`src/cbf_pkg.sv`:
```
`timescale 1ns / 1ps
`default_nettype none
// ----------------------------------------------------------------------------
// Counting Bloom filter store: shared definitions
// Field widths, request and status codes, and the control/status structs
// passed between the controller and the datapath.
// ----------------------------------------------------------------------------
package cbf_pkg;

  localparam int unsigned IDX_W        = 10;
  localparam int unsigned KIND_W       = 2;
  localparam int unsigned STATUS_W     = 2;
  localparam int unsigned CTR_W        = 4;
  localparam int unsigned SUM_W        = CTR_W + 1;
  localparam int unsigned HASHES       = 4;
  localparam int unsigned HIDX_W       = $clog2(HASHES);
  localparam int unsigned COUNTERS_DEF = 1024;
  localparam int unsigned RECIP_W      = 20;

  localparam logic [CTR_W-1:0] CTR_MAX = CTR_W'((1 << CTR_W) - 1);

  localparam logic [KIND_W-1:0] KIND_ADD    = 2'd0;
  localparam logic [KIND_W-1:0] KIND_REMOVE = 2'd1;
  localparam logic [KIND_W-1:0] KIND_LOOKUP = 2'd2;

  localparam logic [STATUS_W-1:0] STATUS_OK       = 2'd0;
  localparam logic [STATUS_W-1:0] STATUS_ABSENT   = 2'd1;
  localparam logic [STATUS_W-1:0] STATUS_OVERFLOW = 2'd2;

  typedef struct packed {
    logic              load;
    logic              reduce;
    logic              rd;
    logic              wr;
    logic              clr;
    logic              finish;
    logic [HIDX_W-1:0] idx;
  } cbf_cmd_t;

  typedef struct packed {
    logic clr_last;
    logic wr_ok;
  } cbf_sts_t;

endpackage
`default_nettype wire

```
`src/cbf_datapath.sv`:
```
`timescale 1ns / 1ps
`default_nettype none
// ----------------------------------------------------------------------------
// Counting Bloom filter store: datapath
// Index reduction, single-port counter memory, new-value and status logic,
// and the result register.
// ----------------------------------------------------------------------------
module cbf_datapath #(
  parameter int unsigned COUNTERS = cbf_pkg::COUNTERS_DEF
) (
  input  wire logic                          clk_i,
  input  wire logic                          rst_ni,
  input  wire cbf_pkg::cbf_cmd_t             cmd_i,
  input  wire logic [cbf_pkg::KIND_W-1:0]    kind_i,
  input  wire logic [cbf_pkg::IDX_W-1:0]     idx_i [cbf_pkg::HASHES],
  output cbf_pkg::cbf_sts_t                  sts_o,
  output logic      [cbf_pkg::STATUS_W-1:0]  status_o
);
  import cbf_pkg::*;

  localparam int unsigned SLOT_W = $clog2(COUNTERS);
  localparam int unsigned CW     = $clog2(COUNTERS + 1);
  localparam int unsigned RW     = (CW > IDX_W) ? CW : IDX_W;
  localparam int unsigned PROD_W = IDX_W + RECIP_W;
  localparam logic [RECIP_W-1:0] RECIP = RECIP_W'((1 << RECIP_W) / COUNTERS);
  localparam logic [IDX_W-1:0]   CMOD  = IDX_W'(COUNTERS % (1 << IDX_W));

  logic [IDX_W-1:0]    idx_q  [HASHES];
  logic [PROD_W-1:0]   prod_q [HASHES];
  logic [SLOT_W-1:0]   slot_q [HASHES];
  logic [CTR_W-1:0]    orig_q [HASHES];
  logic [CTR_W-1:0]    next_q [HASHES];
  logic [KIND_W-1:0]   kind_q;
  logic [STATUS_W-1:0] status_q;
  logic [SLOT_W-1:0]   clr_addr_q;

  logic [CTR_W-1:0]    mem_q [COUNTERS];

  logic [IDX_W-1:0]    qc_c   [HASHES];
  logic [IDX_W-1:0]    rem_c  [HASHES];
  logic [RW-1:0]       remw_c [HASHES];
  logic [SLOT_W-1:0]   slot_c [HASHES];
  logic [HIDX_W-1:0]   dup_c  [HASHES];
  logic [SUM_W-1:0]    sum_c  [HASHES];
  logic [CTR_W-1:0]    next_c [HASHES];
  logic                over_c;
  logic                present_c;
  logic [STATUS_W-1:0] res_c;

  logic [SLOT_W-1:0]   addr;
  logic [CTR_W-1:0]    wdata;
  logic                we;

  // remainder by the counter count: reciprocal estimate, one correction step
  always_comb begin
    for (int h = 0; h < HASHES; h++) begin
      qc_c[h]  = IDX_W'(prod_q[h][RECIP_W +: IDX_W] * CMOD);
      rem_c[h] = idx_q[h] - qc_c[h];
      remw_c[h] = RW'(rem_c[h]);
      if (remw_c[h] >= RW'(COUNTERS)) begin
        remw_c[h] = remw_c[h] - RW'(COUNTERS);
      end
      slot_c[h] = remw_c[h][SLOT_W-1:0];
    end
  end

  // earlier repeats of a slot shift the value seen by later hashes
  always_comb begin
    over_c    = 1'b0;
    present_c = 1'b1;
    for (int h = 0; h < HASHES; h++) begin
      dup_c[h] = '0;
      for (int j = 0; j < HASHES; j++) begin
        if (j < h && slot_q[j] == slot_q[h]) begin
          dup_c[h] = dup_c[h] + 1'b1;
        end
      end
      sum_c[h] = SUM_W'(orig_q[h]) + SUM_W'(dup_c[h]);
      if (sum_c[h] >= SUM_W'(CTR_MAX)) begin
        over_c = 1'b1;
      end
      if (orig_q[h] == '0) begin
        present_c = 1'b0;
      end
      if (kind_q == KIND_ADD) begin
        next_c[h] = CTR_W'(sum_c[h] + 1'b1);
      end else if (orig_q[h] > CTR_W'(dup_c[h])) begin
        next_c[h] = orig_q[h] - CTR_W'(dup_c[h]) - 1'b1;
      end else begin
        next_c[h] = '0;
      end
    end
    if (kind_q == KIND_ADD) begin
      res_c = over_c ? STATUS_OVERFLOW : STATUS_OK;
    end else begin
      res_c = present_c ? STATUS_OK : STATUS_ABSENT;
    end
  end

  assign sts_o.wr_ok    = (res_c == STATUS_OK) &&
                          (kind_q == KIND_ADD || kind_q == KIND_REMOVE);
  assign sts_o.clr_last = (clr_addr_q == SLOT_W'(COUNTERS - 1));

  assign addr  = cmd_i.clr ? clr_addr_q : slot_q[cmd_i.idx];
  assign wdata = cmd_i.clr ? '0 : next_q[cmd_i.idx];
  assign we    = cmd_i.clr || cmd_i.wr;

  always_ff @(posedge clk_i) begin
    if (we) begin
      mem_q[addr] <= wdata;
    end
    if (cmd_i.rd) begin
      orig_q[cmd_i.idx] <= mem_q[addr];
    end
  end

  always_ff @(posedge clk_i) begin
    if (cmd_i.load) begin
      kind_q <= kind_i;
      for (int h = 0; h < HASHES; h++) begin
        idx_q[h]  <= idx_i[h];
        prod_q[h] <= PROD_W'(idx_i[h]) * PROD_W'(RECIP);
      end
    end
    if (cmd_i.reduce) begin
      for (int h = 0; h < HASHES; h++) begin
        slot_q[h] <= slot_c[h];
      end
    end
    if (cmd_i.finish) begin
      status_q <= res_c;
    end
    for (int h = 0; h < HASHES; h++) begin
      next_q[h] <= next_c[h];
    end
  end

  always_ff @(posedge clk_i or negedge rst_ni) begin
    if (!rst_ni) begin
      clr_addr_q <= '0;
    end else if (cmd_i.clr) begin
      clr_addr_q <= sts_o.clr_last ? '0 : clr_addr_q + 1'b1;
    end
  end

  assign status_o = status_q;

endmodule
`default_nettype wire

```
`src/cbf_ctrl.sv`:
```
`timescale 1ns / 1ps
`default_nettype none
// ----------------------------------------------------------------------------
// Counting Bloom filter store: controller
// Sequences the clearing sweep, index reduction, counter reads and writes,
// and owns the result valid flag.
// ----------------------------------------------------------------------------
module cbf_ctrl (
  input  wire logic              clk_i,
  input  wire logic              rst_ni,
  input  wire logic              in_valid_i,
  output logic                   in_stall_o,
  output logic                   out_valid_o,
  input  wire logic              out_stall_i,
  input  wire cbf_pkg::cbf_sts_t sts_i,
  output cbf_pkg::cbf_cmd_t      cmd_o
);
  import cbf_pkg::*;

  typedef enum logic [2:0] {
    ST_CLEAR,
    ST_IDLE,
    ST_REDUCE,
    ST_READ,
    ST_CALC,
    ST_WRITE
  } state_e;

  state_e            state_q, state_d;
  logic [HIDX_W-1:0] h_q, h_d;
  logic              out_valid_q, out_valid_d;
  logic              out_free;
  logic              h_last;

  assign out_free = !out_valid_q || !out_stall_i;
  assign h_last   = (h_q == HIDX_W'(HASHES - 1));

  always_comb begin
    cmd_o   = '0;
    state_d = state_q;
    h_d     = h_q;
    case (state_q)
      ST_CLEAR: begin
        cmd_o.clr = 1'b1;
        if (sts_i.clr_last) begin
          state_d = ST_IDLE;
        end
      end
      ST_IDLE: begin
        if (in_valid_i) begin
          cmd_o.load = 1'b1;
          state_d    = ST_REDUCE;
        end
      end
      ST_REDUCE: begin
        cmd_o.reduce = 1'b1;
        h_d          = '0;
        state_d      = ST_READ;
      end
      ST_READ: begin
        cmd_o.rd  = 1'b1;
        cmd_o.idx = h_q;
        if (h_last) begin
          h_d     = '0;
          state_d = ST_CALC;
        end else begin
          h_d = h_q + 1'b1;
        end
      end
      ST_CALC: begin
        if (sts_i.wr_ok) begin
          state_d = ST_WRITE;
        end else if (out_free) begin
          cmd_o.finish = 1'b1;
          state_d      = ST_IDLE;
        end
      end
      ST_WRITE: begin
        cmd_o.idx = h_q;
        if (!h_last) begin
          cmd_o.wr = 1'b1;
          h_d      = h_q + 1'b1;
        end else if (out_free) begin
          cmd_o.wr     = 1'b1;
          cmd_o.finish = 1'b1;
          h_d          = '0;
          state_d      = ST_IDLE;
        end
      end
      default: begin
        state_d = ST_IDLE;
      end
    endcase
  end

  assign out_valid_d = cmd_o.finish || (out_valid_q && out_stall_i);

  always_ff @(posedge clk_i or negedge rst_ni) begin
    if (!rst_ni) begin
      state_q     <= ST_CLEAR;
      h_q         <= '0;
      out_valid_q <= 1'b0;
    end else begin
      state_q     <= state_d;
      h_q         <= h_d;
      out_valid_q <= out_valid_d;
    end
  end

  assign in_stall_o  = (state_q != ST_IDLE);
  assign out_valid_o = out_valid_q;

endmodule
`default_nettype wire

```
`src/counting_bloom_filter_store.sv`:
```
`timescale 1ns / 1ps
`default_nettype none
// ----------------------------------------------------------------------------
// Counting Bloom filter store
// Counter store with 4-bit counters; add, remove and lookup by four
// precomputed hash indices, one status per request.
// ----------------------------------------------------------------------------
// One request is handled at a time. A request that changes the store takes
// longer than a lookup, or an add or remove that is refused: the single
// port of the counter memory sets this, as each hash costs one read and,
// when the store changes, one write. In front, the load and reduce steps
// reduce the indices modulo COUNTERS. After reset the memory is swept to
// zero, one counter per cycle, and in_stall_o stays high until the sweep is
// done. A finished status sits in an output register, so the next request
// is taken while it waits.
module counting_bloom_filter_store #(
  parameter int unsigned COUNTERS = cbf_pkg::COUNTERS_DEF
) (
  input  wire logic                         clk_i,
  input  wire logic                         rst_ni,
  input  wire logic                         in_valid_i,
  output logic                              in_stall_o,
  input  wire logic [cbf_pkg::KIND_W-1:0]   kind_i,
  input  wire logic [cbf_pkg::IDX_W-1:0]    index_a_i,
  input  wire logic [cbf_pkg::IDX_W-1:0]    index_b_i,
  input  wire logic [cbf_pkg::IDX_W-1:0]    index_c_i,
  input  wire logic [cbf_pkg::IDX_W-1:0]    index_d_i,
  output logic                              out_valid_o,
  input  wire logic                         out_stall_i,
  output logic      [cbf_pkg::STATUS_W-1:0] status_o
);
  import cbf_pkg::*;

  cbf_cmd_t         cmd;
  cbf_sts_t         sts;
  logic [IDX_W-1:0] idx [HASHES];

  assign idx[0] = index_a_i;
  assign idx[1] = index_b_i;
  assign idx[2] = index_c_i;
  assign idx[3] = index_d_i;

  cbf_ctrl u_ctrl (
    .clk_i       (clk_i),
    .rst_ni      (rst_ni),
    .in_valid_i  (in_valid_i),
    .in_stall_o  (in_stall_o),
    .out_valid_o (out_valid_o),
    .out_stall_i (out_stall_i),
    .sts_i       (sts),
    .cmd_o       (cmd)
  );

  cbf_datapath #(
    .COUNTERS (COUNTERS)
  ) u_datapath (
    .clk_i    (clk_i),
    .rst_ni   (rst_ni),
    .cmd_i    (cmd),
    .kind_i   (kind_i),
    .idx_i    (idx),
    .sts_o    (sts),
    .status_o (status_o)
  );

  // single port: never a read together with a write
  a_single_port: assert property (@(posedge clk_i) disable iff (!rst_ni)
    !(cmd.rd && (cmd.wr || cmd.clr)))
    else $error("counter memory read and write in the same cycle");

  a_busy_after_transfer: assert property (@(posedge clk_i) disable iff (!rst_ni)
    (in_valid_i && !in_stall_o) |=> in_stall_o)
    else $error("input not stalled after a transfer");

  a_no_overwrite: assert property (@(posedge clk_i) disable iff (!rst_ni)
    cmd.finish |-> (!out_valid_o || !out_stall_i))
    else $error("pending status overwritten");

  a_valid_from_finish: assert property (@(posedge clk_i) disable iff (!rst_ni)
    $rose(out_valid_o) |-> $past(cmd.finish))
    else $error("status valid without a finished request");

endmodule
`default_nettype wire

```
`config.mk`:
```
export PLATFORM = sky130hd
export DESIGN_NAME = counting_bloom_filter_store
export DESIGN_NICKNAME = d
export VERILOG_FILES = /design/src/cbf_pkg.sv /design/src/cbf_datapath.sv /design/src/cbf_ctrl.sv /design/src/counting_bloom_filter_store.sv
export SDC_FILE = /design/constraint.sdc
export NUM_CORES = 2
export LEC_CHECK = 0
export BUFFER_PORTS_ARGS = -buffer_cell sky130_fd_sc_hd__buf_4
export CAP_MARGIN = 30
export CORE_AREA = 2 2 653 655
export CTS_CLUSTER_SIZE = 20
export DETAILED_ROUTE_END_ITERATION = 10
export DIE_AREA = 0 0 655 657
export HOLD_SLACK_MARGIN = 0.03
export PLACE_DENSITY = 0.52
export SLEW_MARGIN = 20
export SYNTH_ARGS = -nofsm -noshare
export SYNTH_HDL_FRONTEND = slang
export SYNTH_MEMORY_MAX_BITS = 65536
export SYNTH_SLANG_ARGS = --single-unit
```
`constraint.sdc`:
```
create_clock -name clk_i -period 97.8 [get_ports clk_i]
set_input_delay 24.45 -clock clk_i [delete_from_list [all_inputs] [get_ports clk_i]]
set_output_delay 24.45 -clock clk_i [all_outputs]
set_load 0.005 [all_outputs]
```
# After elaboration in Yosys (flattened, before gate mapping)
# Memories as Yosys holds them, arrays and structs flattened.
# Index checks and enable logic that the tools add are counted.
totals:
  mem_count: 5
  inputBits: 46
  register_bits: 20
  out_inout_bits: 4
  ramBits: 4208
  wordCells: 136
memory_table:
  columns: ["memory", "words", "word_bits", "rd", "rd_ports_with_merged_regs", "wr", "line", "text"]
  rows:
  - ["u_datapath.mem_q", 1024, 4, 1, 0, 1, "cbf_datapath.sv:37", "logic [CTR_W-1:0] mem_q [COUNTERS];"]
  - ["u_datapath.idx_q", 4, 10, 4, 0, 4, "cbf_datapath.sv:28", "logic [IDX_W-1:0] idx_q [HASHES];"]
  - ["u_datapath.slot_q", 4, 10, 5, 0, 4, "cbf_datapath.sv:30", "logic [SLOT_W-1:0] slot_q [HASHES];"]
  - ["u_datapath.next_q", 4, 4, 1, 0, 4, "cbf_datapath.sv:32", "logic [CTR_W-1:0] next_q [HASHES];"]
  - ["u_datapath.orig_q", 4, 4, 4, 0, 1, "cbf_datapath.sv:31", "logic [CTR_W-1:0] orig_q [HASHES];"]
classes:
  add_sub_neg: 19
  reduce_logical: 19
  order_cmp: 8
  n_eq_ne: 20
  mux: 59
ops:
  columns: ["operator", "count"]
  rows:
  - ["$eq A10 B10 Y1", 6]
  - ["$mux W4", 9]
  - ["$mux W1", 30]
  - ["$mux W10", 2]
  - ["$mux W2", 9]
  - ["$mux W3", 6]
  - ["$pmux W3 S6", 1]
  - ["$add A4 B1 Y4 const B", 4]
  - ["$logic_not A4 Y1", 4]
  - ["$sub A4 B1 Y4 const B", 4]
  - ["$ge A5 B4 Y1 const B", 3]
  - ["$add A10 B1 Y10 const B", 1]
  - ["$add A4 B2 Y5", 2]
  - ["$eq A10 B10 Y1 const B", 1]
  - ["$gt A4 B2 Y1", 2]
  - ["$sub A4 B2 Y4", 2]
  - ["$eq A3 B2 Y1 const B", 2]
  - ["$eq A3 B3 Y1 const B", 2]
  - ["$ne A2 B1 Y1 const B", 3]
  - ["$pmux W2 S3", 1]
  - ["$add A4 B1 Y5", 1]
  - ["$add A1 B1 Y2 const B", 2]
  - ["$add A2 B1 Y2 const B", 2]
  - ["$ge A4 B4 Y1 const B", 1]
  - ["19 further kinds", 25]

# Logic depth before layout (Yosys ltp)
# An unclocked memory read counts as a cell.
logic_depth:
  depth_word: 17
  ltp_mapped: 20
  ltp_nobuf: 17

# Modules after synthesis
# From an unflattened synthesis, not the netlist that was laid out.
hier_totals:
  hier_cells: 11172
  hier_area_um2: 168614.2
modules_own_cells:
  columns: ["module", "seq_area_each_um2", "cells_each", "area_per_inst_um2", "instances"]
  rows:
  - ["cbf_datapath", 126571.4, 11116, 168147.5, 1]
  - ["cbf_ctrl", 150.1, 56, 466.7, 1]

# Least setup slack after synthesis
# Ideal clock, no wire load.
synth_path:
  path_kind: "register -> register"
  from: "reg u_ctrl.state_q[2]"
  to: "mem u_datapath.mem_q[0][1], data pin"
  t_required_ns: 89.456
  t_arrival_ns: 42.824
  n_path_buf: 4
  slack_ns: 46.631
  path_stages_with_launch: 9
  synth_period_minus_slack_ns: 51.169
  cell_sequence: "dfrtp_1 -> buf_6 -> xor2_1 -> and2_1 -> clkbuf_1 -> clkbuf_1 -> clkbuf_1 -> o21ai_0 -> a211oi_1"
synth_between:
  elab_chain_len: 5
  elab_cells_between_ends: 8
  classes_between: "eq/ne (2); mux (3); reduce/logical (2); memory (1)"
synth_rtl:
  columns: ["element", "line", "text"]
  rows:
  - ["from (decl)", "cbf_ctrl.sv:29", "state_e state_q, state_d;"]
  - ["from (signal assigned)", "cbf_ctrl.sv:104", "state_q <= state_d;"]
  - ["$eq A3 B2 Y1 or $eq A3 B3 Y1 (tied branches)", "cbf_ctrl.sv:42", "case (state_q)"]
  - ["$reduce_or A2 Y1 (no source line)", null, null]
  - ["$mux W2", "cbf_ctrl.sv:42", null]
  - ["$mem_v2 Z4 W4", null, null]
  - ["$mux W4 *", "cbf_datapath.sv:105", "assign wdata = cmd_i.clr ? '0 : next_q[cmd_i.idx];"]
  - ["named net u_datapath.wdata[1]", "cbf_datapath.sv:51", "logic [CTR_W-1:0] wdata;"]
  - ["to (decl)", "cbf_datapath.sv:37", null]
# Mark *: on every way through the listed nets, which the timed path passes. The rest lies on a longest branch.

# Worst setup path in the final report
layout_path:
  from: "in out_stall_i"
  to: "mem u_datapath.mem_q[761][1] (enable)"
layout_between:
  elab_chain_len: 8
layout_rtl:
  columns: ["element", "line", "text"]
  rows:
  - ["from (decl)", "counting_bloom_filter_store.sv:29", "input wire logic out_stall_i,"]
  - ["$logic_not A1 Y1", "cbf_ctrl.sv:35", "assign out_free = !out_valid_q || !out_stall_i;"]
  - ["$logic_or A1 B1 Y1", "cbf_ctrl.sv:35", null]
  - ["$mux W1", "cbf_ctrl.sv:83", "end else if (out_free) begin"]
  - ["$mux W1", "cbf_ctrl.sv:80", "if (!h_last) begin"]
  - ["$mux W1", "cbf_ctrl.sv:42", null]
  - ["$logic_or A1 B1 Y1", "cbf_datapath.sv:106", "assign we = cmd_i.clr || cmd_i.wr;"]
  - ["$mux W1", "cbf_datapath.sv:109", "if (we) begin"]
  - ["$mux W1 (implied by the code)", "cbf_datapath.sv:110", "mem_q[addr] <= wdata;"]
# Every way passes these cells.

==> impl_results.md <==
- Flop and latch count out of synthesis: 4228
- Clock Root Buffer: sky130_fd_sc_hd__clkbuf_16
- Post-DR wirelength/cell: 34.66 um
- Area growth syn-to-layout: 12.73%
- Count of instances resized after the clock tree is built: 0
- Actual slew at the worst max-slew pin: 1.188 ns
- Starting density of the core: 0.3990
- Total area of sequential cells: 126700 um^2
- Average via count per standard cell: 6.029
- Count of TritonRoute iterations in the first routing pass: 8
- Setup Crit Path Kind: input pin to flop
- Critical path launch point: out_stall_i
- Highest-delay cell along the critical path: sky130_fd_sc_hd__a21oi_1
- Post-CTS clock slew at the launch and capture registers of the worst setup and hold paths: 0.05 ns
- Remaining max-slew budget at the tightest pin: 0.2081
- Die Area: 430300 um^2
- Global route total overflow: 0
- Register-to-register setup slack: 87.38 ns
- Number of primary I/O pins: 50
- Proportion of synthesized chip area in sequential cells: 0.7512
- Cell count after synthesis: 10321
- Max Transition Viols Final: 0
- Input/output buffers: 49
- # rows: 239
- Result of the run: completed
- Average instance area after synthesis: 16.34 um^2
- Most common cell on crit path: sky130_fd_sc_hd__buf_4
- Crit path max fanout: 23
- Clock Path Buffers: 4
- Capturing element type of the critical path: flop
- Shortest clock period the worst path allows after layout: 27.38 ns
- GP Congestion: 0.8826
- Multi-input gate area: 38480 um^2
- Category of the worst setup path launch point: input pin
- Arrival time of the worst setup path: 28.02 ns
- Cell types occupying the most area after synthesis: sky130_fd_sc_hd__edfxtp_1 (75%), sky130_fd_sc_hd__mux4_2 (5.8%), sky130_fd_sc_hd__mux2i_1 (3.9%), sky130_fd_sc_hd__nand2_1 (2.6%), sky130_fd_sc_hd__nor2_1 (2.5%)
- Worst hold path type: flop to flop
- Cell Area, Synth: 168700 um^2
- H-tree levels: 5
- Critical Path RT: 98.44 ns
- Initial antenna violation count: 49
- Total DRC errors in the routed layout: 0
- Count of max-cap constraint violations: 0
- Number of filler instances in the final layout: 36627
- Synthesis warning total: 0
- Post-synthesis async set-or-reset flop share: 0.003784
- Top flip-flop cell by instance count after synthesis: sky130_fd_sc_hd__edfxtp_1
- Number of setup buffers added after CTS: 0
- Residual antenna-violating net count after detailed routing: 0
- Crit-path leading delay family: simple AND/OR/NAND/NOR gates
- Part of the cycle the worst path needs: 0.2800
- Number of buffers and inverters on the critical path: 3
- Worst path max stage delay: 0.72 ns
- Number of vias after detailed routing: 99199
- Worst skew pair latency: 1.01 ns
- RSZ-0062 raised after global routing: no
- Cell-by-cell listing of the critical path: buf_4 -> nand3_1 -> nand3_1 -> a21oi_1 -> nand2_1 -> nor2_2 -> buf_4 -> nand2_4 -> buf_4 -> nor2_1
- Final hold vios: 0
- Inserted Clock Buffers: 439
- Setup TNS: 0 ns
- CTS tree: yes
- Synthesized net count: 10399
- Detailed placer's ending HPWL: 341.5 mm
- Die height: 657 um
- Fraction of final layout cells sized beyond drive strength 1: 0.1410
- Endpoints failing setup: 0
- Largest net degree at the start of global routing: 173
- Clk_skew: 0.07602 ns
- Final #Nets: 10487
- Die span in x: 655 um
- Vias in the first global route: 97691
- Number of enable-type register cells in the synthesized netlist: 4196
- Wire length of the first global-routing pass: 786.2 mm
- Floorplan core area: 422800 um^2
- Hold Buf Count CTS: 0
- Total track usage: 0.2594
- Final wirelength: 570.3 mm
- Worst Min Path Start: u_datapath.idx_q[3][0]
- Distinct cell type count after synthesis: 84
- Worst reg2reg startpoint: u_ctrl.state_q[2]
- Upper clock frequency limit: 36.52 MHz
- Share of the synthesized area in the top cell type: 0.7469
- Clock sink total: 4228
- First-iteration detailed-routing DRC count: 14226
- Yosys top cell by area: sky130_fd_sc_hd__edfxtp_1
## cells in the final DEF (no fill, tap or decap), types with 37 or more instances in the layout
cell and instances:
sky130_fd_sc_hd__edfxtp_1 4196, sky130_fd_sc_hd__nand2_1 1107, sky130_fd_sc_hd__nor2_1 1097, sky130_fd_sc_hd__mux2i_1 663, sky130_fd_sc_hd__clkbuf_16 442, sky130_fd_sc_hd__mux4_2 434, sky130_fd_sc_hd__nand3_1 357, sky130_fd_sc_hd__buf_4 333
sky130_fd_sc_hd__o22ai_1 306, sky130_fd_sc_hd__a21oi_1 238, sky130_fd_sc_hd__a22oi_1 225, sky130_fd_sc_hd__clkinv_1 110, sky130_fd_sc_hd__nor4_1 109, sky130_fd_sc_hd__clkbuf_1 92, sky130_fd_sc_hd__nand4_1 87, sky130_fd_sc_hd__a31oi_1 75
sky130_fd_sc_hd__clkinv_2 67, sky130_fd_sc_hd__bufinv_16 52, sky130_fd_sc_hd__and3_1 50, sky130_fd_sc_hd__inv_1 44, sky130_fd_sc_hd__xor2_1 44, sky130_fd_sc_hd__a32oi_1 44, sky130_fd_sc_hd__xnor2_1 41, sky130_fd_sc_hd__a311oi_1 39
sky130_fd_sc_hd__o21ai_0 37
## registers in the layout (all words and copies together), names as in the netlist
signal and count:
u_datapath.orig_q 16, u_datapath.slot_q 40, u_ctrl.state_q 3, u_datapath.status_o 2
u_datapath.kind_q 2, u_datapath.clr_addr_q 10, u_ctrl.out_valid_o 1, u_ctrl.h_q 2
u_datapath.mem_q 4096, u_datapath.idx_q 40, u_datapath.next_q 16
## logic make-up (layout without fill, tap and decap cells)
family                     Yosys count  count (layout)  synth area share
adders and majority gates           32              32          0.002551
AOI/OAI and AO/OA                 1133            1133           0.04535
muxes                             1106            1106           0.09788
xor gates and xnor gates            85              85          0.004413
and+or+nand+nor                   2963            2963           0.07419
DFF                               4228            4228            0.7512
other                                0              24                 0
buffers and inverters              774            1221           0.02442
## Yosys cell counts (all sizes together), types with 9 or more instances
master / n
inv: 44
a21oi: 238
mux2i: 663
nor4: 109
nor3: 31
ha: 28
o211ai: 15
a311oi: 40
a22o: 31
a32oi: 44
dfxtp: 16
nand2: 1151
o21ai: 41
xor2: 44
a31oi: 75
buf: 467
nand3: 357
a2111oi: 22
mux2: 9
clkbuf: 263
nor2: 1106
dfrtp: 16
xnor2: 41
nand4: 91
a22oi: 225
and3: 51
a211oi: 30
o22ai: 306
and2: 27
mux4: 434
a221oi: 21
edfxtp: 4196
## path summary, 6_finish.rpt
check | to | cells after the start
max | u_datapath.mem_q[761][1] | 10
min | u_datapath.slot_q[3][0] | 0
max reg2reg | u_datapath.orig_q[1][1] | 18
min reg2reg | u_datapath.slot_q[3][0] | 0
max in group asynchronous | u_ctrl.state_q[0] | 1
min in group asynchronous | u_ctrl.h_q[1] | 1
## stage by stage
step / hold WS (ns) / util / cell area, um^2 / std cells / setup slack (ns)
6_report: 0.4167 / 0.4497 / 190200 / 16455 / 70.42
5_1_grt: 0.4254 / 0.4496 / 190100 / 16432 / 70.50
4_1_cts: 0.4192 / 0.4494 / 190000 / 16426 / 70.59
3_5_place_dp: 0.4057 / 0.4157 / 175800 / 15626 / 69.54
3_3_place_gp: 0.4055 / 0.4148 / 175400 / 15612 / 69.24
2_1_floorplan: 0.4003 / - / 168700 / 10321 / 46.63
## area by class of cell
type	count	area share
Inverter	44	0.0008685
Clock inverter	266	0.01491
Tap cell	5663	0.03726
Sequential cell	4228	0.6664
Antenna cell	24	0.0003158
Clock buffer	534	0.05998
Timing Repair Buffer	377	0.01792
Multi-Input combinational cell	5319	0.2024
## layer usage
| metal | global-route usage | part of all wire | vias up |
|---|---|---|---|
| met5 | 0 | 0.00022 | - |
| met4 | 0.08992 | 0.039 | 18 |
| met3 | 0.05519 | 0.098 | 978 |
| met2 | 0.4034 | 0.46 | 5781 |
| met1 | 0.3617 | 0.40 | 52071 |
| li1 | - | - | 40351 |
Power is not shown: default switching activity piles up to over one toggle a cycle in this logic, so the estimate is an artifact.
